===== src/hw/rtl/vn_pkg.sv =====
// ---------------------------------------------------------------------------
// vn_pkg
// shared widths, constants and types of the 3d vector normalizer
// ---------------------------------------------------------------------------
package vn_pkg;

  localparam int VN_FRAC_BITS = 16;
  localparam int IN_W         = 32;
  localparam int EPS_W        = 31;
  localparam int SUM_W        = 2 * IN_W;
  localparam int ROOT_W       = SUM_W / 2;
  localparam logic [EPS_W-1:0] EPS_RESET = EPS_W'(1);

  // control that travels beside each request
  typedef struct packed {
    logic valid;
    logic zero;
  } ctrl_t;

endpackage


===== src/hw/rtl/vn_isqrt.sv =====
// ---------------------------------------------------------------------------
// vn_isqrt
// pipelined floor square root, one result bit per stage, with side data
// ---------------------------------------------------------------------------
module vn_isqrt import vn_pkg::*; #(
  parameter int SIDE_W = 1
) (
  input  logic                clk,
  input  logic                rst,
  input  logic                en,
  input  ctrl_t               ctrl_in,
  input  logic [SUM_W-1:0]    radicand,
  input  logic [SIDE_W-1:0]   side_in,
  output ctrl_t               ctrl_out,
  output logic [ROOT_W-1:0]   root,
  output logic [SIDE_W-1:0]   side_out
);

  localparam int REM_W = ROOT_W + 2;

  ctrl_t              ctrl_q [ROOT_W];
  logic [REM_W-1:0]   rem_q  [ROOT_W];
  logic [ROOT_W-1:0]  root_q [ROOT_W];
  logic [SUM_W-1:0]   rad_q  [ROOT_W];
  logic [SIDE_W-1:0]  side_q [ROOT_W];

  for (genvar s = 0; s < ROOT_W; s++) begin : g_step
    ctrl_t             c_prev;
    logic [REM_W-1:0]  r_prev;
    logic [ROOT_W-1:0] q_prev;
    logic [SUM_W-1:0]  v_prev;
    logic [SIDE_W-1:0] d_prev;
    logic [REM_W:0]    r_shift;
    logic [REM_W:0]    trial;
    logic [REM_W:0]    diff;
    logic              ge;

    if (s == 0) begin : g_first
      assign c_prev = ctrl_in;
      assign r_prev = '0;
      assign q_prev = '0;
      assign v_prev = radicand;
      assign d_prev = side_in;
    end else begin : g_rest
      assign c_prev = ctrl_q[s-1];
      assign r_prev = rem_q[s-1];
      assign q_prev = root_q[s-1];
      assign v_prev = rad_q[s-1];
      assign d_prev = side_q[s-1];
    end

    // bring down two radicand bits and try root*4+1
    always_comb begin
      r_shift = {r_prev[REM_W-2:0], v_prev[SUM_W-1 -: 2]};
      trial   = {1'b0, q_prev, 2'b01};
      ge      = (r_shift >= trial);
      diff    = r_shift - trial;
    end

    always_ff @(posedge clk) begin
      if (rst) begin
        ctrl_q[s] <= '0;
      end else if (en) begin
        ctrl_q[s] <= c_prev;
      end
    end

    always_ff @(posedge clk) begin
      if (en) begin
        rem_q[s]  <= ge ? diff[REM_W-1:0] : r_shift[REM_W-1:0];
        root_q[s] <= {q_prev[ROOT_W-2:0], ge};
        rad_q[s]  <= {v_prev[SUM_W-3:0], 2'b00};
        side_q[s] <= d_prev;
      end
    end
  end

  assign ctrl_out = ctrl_q[ROOT_W-1];
  assign root     = root_q[ROOT_W-1];
  assign side_out = side_q[ROOT_W-1];

endmodule


===== config.mk =====
export PLATFORM = sky130hd
export DESIGN_NAME = vn_isqrt
export DESIGN_NICKNAME = d
export VERILOG_FILES = /design/src/hw/rtl/vn_pkg.sv /design/src/hw/rtl/vn_isqrt.sv
export SDC_FILE = /design/constraint.sdc
export NUM_CORES = 2
export LEC_CHECK = 0
export ABC_CLOCK_PERIOD_IN_PS = 5800
export BUFFER_PORTS_ARGS = -buffer_cell sky130_fd_sc_hd__buf_4
export CORE_ASPECT_RATIO = 1.25
export CORE_UTILIZATION = 40
export CTS_CLUSTER_DIAMETER = 150
export DETAILED_ROUTE_END_ITERATION = 10
export GPL_TIMING_DRIVEN = 0
export PLACE_DENSITY = 0.57
export SLEW_MARGIN = 20
export SYNTH_ARGS = -nofsm -noshare
export SYNTH_HDL_FRONTEND = slang
export SYNTH_MEMORY_MAX_BITS = 65536
export SYNTH_SLANG_ARGS = --single-unit

===== constraint.sdc =====
create_clock -name clk -period 5.8 [get_ports clk]
set_input_delay 0.58 -clock clk [delete_from_list [all_inputs] [get_ports clk]]
set_output_delay 0.58 -clock clk [all_outputs]
set_load 0.005 [all_outputs]

==> impl_metrics.env <==
export IMPL_routed_wl_um=250000
export IMPL_cts_buffers=283
export IMPL_seqPwrFrac_pct=46.8
export IMPL_drv_slew=0
export IMPL_hold_viol_final=0
export IMPL_power_switching_mw=14.8
export IMPL_synth_edf_count=2590
export IMPL_setup_worst_path_end_class="flip-flop"
export IMPL_leakagePower_nw=51.2
export IMPL_synthMuxAreaShare_pct=0.948
export IMPL_slowest_delay_ns=0.52
export IMPL_synthesis_area_sq_um=119000
export IMPL_grt_pass1_vias=70800
export IMPL_clock_sinks=2590
export IMPL_vias_per_cell=5.17
export IMPL_die_area_sq_um=299000
export IMPL_finalSetupViolCount=0
export IMPL_power_total_mw=53.5
export IMPL_fin_tns_setup_ns=0
export IMPL_synth_xor_area_share_pct=5.77
export IMPL_cp_max_fo=10
export IMPL_yosys_area_share_adder_pct=5.91
export IMPL_syn_nets=9629
export IMPL_clkLatencyLatePin_ns=0.85
export IMPL_hpwlAfterDp_um=182000
export IMPL_final_cell_mix="2590 x edfxtp_1, 694 x inv_1, 590 x nand2_1"
export IMPL_worstHoldPathType="input pin to flip-flop"
export IMPL_crit_type="flip-flop to flip-flop"
export IMPL_grt_pass1_wl_um=389000
export IMPL_final_common_cell="edfxtp_1"
export IMPL_synthFlopType="edfxtp_1"
export IMPL_synth_top_family_by_area="simple AND/OR/NAND/NOR gates"
export IMPL_drive_above_1_share_pct=7.38
export IMPL_grt_max_degree=157
export IMPL_antenna_found_initial=4
export IMPL_fin_skew_ns=0.0580
export IMPL_worstPathRequired_ns=6.45
export IMPL_rows=223
export IMPL_synth_warnings=0
export IMPL_critPathArrivalTime_ns=5.48
export IMPL_multi_input_area_sq_um=37700
export IMPL_final_min_clock_period_ns=4.83
export IMPL_overflow=0
export IMPL_fmax_ghz=0.207
export IMPL_first_iter_violations=4497
export IMPL_drc_errors=0
export IMPL_cts_root_buf="clkbuf_16"
export IMPL_clockPowerShare_pct=33.9
export IMPL_cp_buffers_inverters=3
export IMPL_dr_pass1_iters=6
export IMPL_drv_cap=0
export IMPL_syn_to_final_growth_pct=13.7
export IMPL_relSlewSlack_pct=25.6
export IMPL_die_h_um=611
export IMPL_slowest_stage="buf_1"
export IMPL_dp_cells=13100
export IMPL_status="finished, final reports clean"
export IMPL_grt_usage_pct=16.5
export IMPL_ys_seq_area_share_pct=65.5
export IMPL_async_reset_ff_share_pct=0
export IMPL_start_kind="flip-flop"
export IMPL_p_sw_share_pct=27.7
export IMPL_synth_compound_area_share_pct=9.23
export IMPL_power_frac_comb_pct=19.3
export IMPL_clockBufferDepth=4
export IMPL_synth_simple_area_share_pct=9.84
export IMPL_instances_no_fill=13600
export IMPL_register_area_sq_um=77800
export IMPL_port_buffers=104
export IMPL_crit_family="compound AO/OA/AOI/OAI gates"
export IMPL_globalplace_congestion=0.906
export IMPL_ant_nets=0
export IMPL_core_area_sq_um=295000
export IMPL_crit_path_frequent_cell="o21ai_0"
export IMPL_synth_cells=8998
export IMPL_worstMarginPinSlew_ns=1.10
export IMPL_ys_ff_latch=2590
export IMPL_path_cells="inv_1 > ha_1 > o21ai_0 > nor4b_1 > o31ai_1 > nor4bb_1 > nor3_1 > o21ai_0 > a31oi_1 > o211a_1 > buf_2 > buf_1 > nand2_1 > o21ai_0"
export IMPL_fin_crit_sh_pct=83.3
export IMPL_yosysUniqueCellTypes=95
export IMPL_routedWlPerCell_um=18.3
export IMPL_cts_tree="yes"
export IMPL_postCtsSetupBuffers=0
export IMPL_clkTransAtPathRegs_ns=0.06
export IMPL_rsz0062_at_grt="false"
export IMPL_pin_count=105
export IMPL_htreeDepth=5
export IMPL_die_x_um=489
export IMPL_postSynthAreaPerCell_sq_um=13.2
export IMPL_ir_drop_uv=224
export IMPL_start_util_pct=40.2
export IMPL_p_int_mw=38.7
export IMPL_dr_total_vias=70400
export IMPL_powerDensity_nw_per_um2=396
export IMPL_nFillCells=26500
export IMPL_nets=10100
sequential cells by signal, indices dropped and copies added (netlist names):
| signal | flops |
|---|---|
| rad_q | 992 |
| rem_q | 974 |
| ctrl_q | 64 |
| root_q | 528 |
| side_q | 32 |
kinds of logic after synthesis:
family          Yosys count
compound gates         1757
simple gates           2335
fa+ha+maj               561
other cells               1
mux                     102
xor+xnor                782
flops                  2590
buf+inv                 870
synthesized netlist by cell type, types with 21 or more instances:
master | n | share of area (%)
o21bai_1 | 50 | 0.32
ha_1 | 561 | 5.9
buf_2 | 21 | 0.089
a21boi_0 | 23 | 0.15
o21ai_0 | 466 | 2.0
edfxtp_1 | 2590 | 66
nor2_1 | 548 | 1.7
xnor2_1 | 374 | 2.8
nor3_1 | 219 | 0.92
a31oi_1 | 48 | 0.25
nor2b_1 | 92 | 0.48
o21a_1 | 103 | 0.65
nand2b_1 | 118 | 0.62
xor2_1 | 408 | 3.0
a21o_1 | 246 | 1.6
or4_1 | 70 | 0.44
nand4_1 | 92 | 0.48
o31ai_1 | 56 | 0.35
or2_2 | 43 | 0.23
a21oi_1 | 514 | 2.2
or3_1 | 87 | 0.46
and2_1 | 99 | 0.52
nor4_1 | 116 | 0.61
nand2_1 | 590 | 1.9
clkbuf_1 | 131 | 0.41
and3_1 | 47 | 0.25
o211ai_1 | 23 | 0.15
a211oi_1 | 43 | 0.27
mux2_2 | 83 | 0.79
nand3_1 | 120 | 0.51
inv_1 | 694 | 2.2
metrics by stage:
stage / area (sq um) / utilization, % / hold slack [ns] / setup WS, ns
after floorplan: 119000 / - / 0.400 / 2.41
after global placement: 124000 / 42.2 / 0.400 / -19.92
after detailed placement: 125000 / 42.3 / 0.405 / 1.11
after CTS: 135000 / 45.7 / 0.254 / 1.10
after global routing: 135000 / 45.7 / 0.273 / 0.762
final: 135000 / 45.7 / 0.242 / 0.969
power groups by stage:
stage	Sequential, mW	Combinational (mW)	Clock, mW
floorplan	24.7	7.42	0
global placement	26.2	10.1	0
detailed placement	25.5	10.3	0
CTS	25.1	10.4	18.8
global route	25.3	11.5	19.4
finish	25.1	10.3	18.1
worst register-to-register path, cell delays in order (launching register included):
cell and delay [ns]:
edfxtp_1 0.48, inv_1 0.08, ha_1 0.32, o21ai_0 0.14
nor4b_1 0.44, o31ai_1 0.25, nor4bb_1 0.20, nor3_1 0.50
o21ai_0 0.38, a31oi_1 0.39, o211a_1 0.34, buf_2 0.32
buf_1 0.53, nand2_1 0.11, o21ai_0 0.15
final timing paths:
path | from | endpoint | slack [ns] | cells past startpoint
worst max-delay path | root_q[6][96] | rem_q[1][431] | 0.97 | 14
worst min-delay path | en | rad_q[1][30] | 0.24 | 1
worst max register to register | root_q[6][96] | rem_q[1][431] | 0.97 | 14
worst min register to register | rad_q[1][42] | rad_q[2][44] | 0.40 | 0
cell type report:
type | instances | share of cell area [%]
Buffer | 171 | 0.506
Clock buffer | 337 | 5.51
Timing Repair Buffer | 190 | 1.46
Clock inverter | 166 | 1.39
Antenna cell | 3 | 0.00556
Sequential cell | 2590 | 57.6
Inverter | 699 | 1.94
Tap cell | 3937 | 3.65
Multi-Input combinational cell | 5538 | 27.9
routing by layer:
metal / track usage [%] / part of all wire [%] / vias up / wire length [um]
met5: 0 / 0 / - / 0
met4: 5.81 / 3.4 / 0 / 8490
met3: 2.25 / 3.6 / 498 / 9060
met2: 31.7 / 55 / 1387 / 137000
met1: 18.1 / 38 / 34300 / 95900
li1: - / - / 34300 / -
timing repair:
item | CTS | global route
resized for setup | 0 | 0
hold buffers | 68 | 0
hold endpoints to repair | 68 | 0
Power figures use the tool's default switching activity.
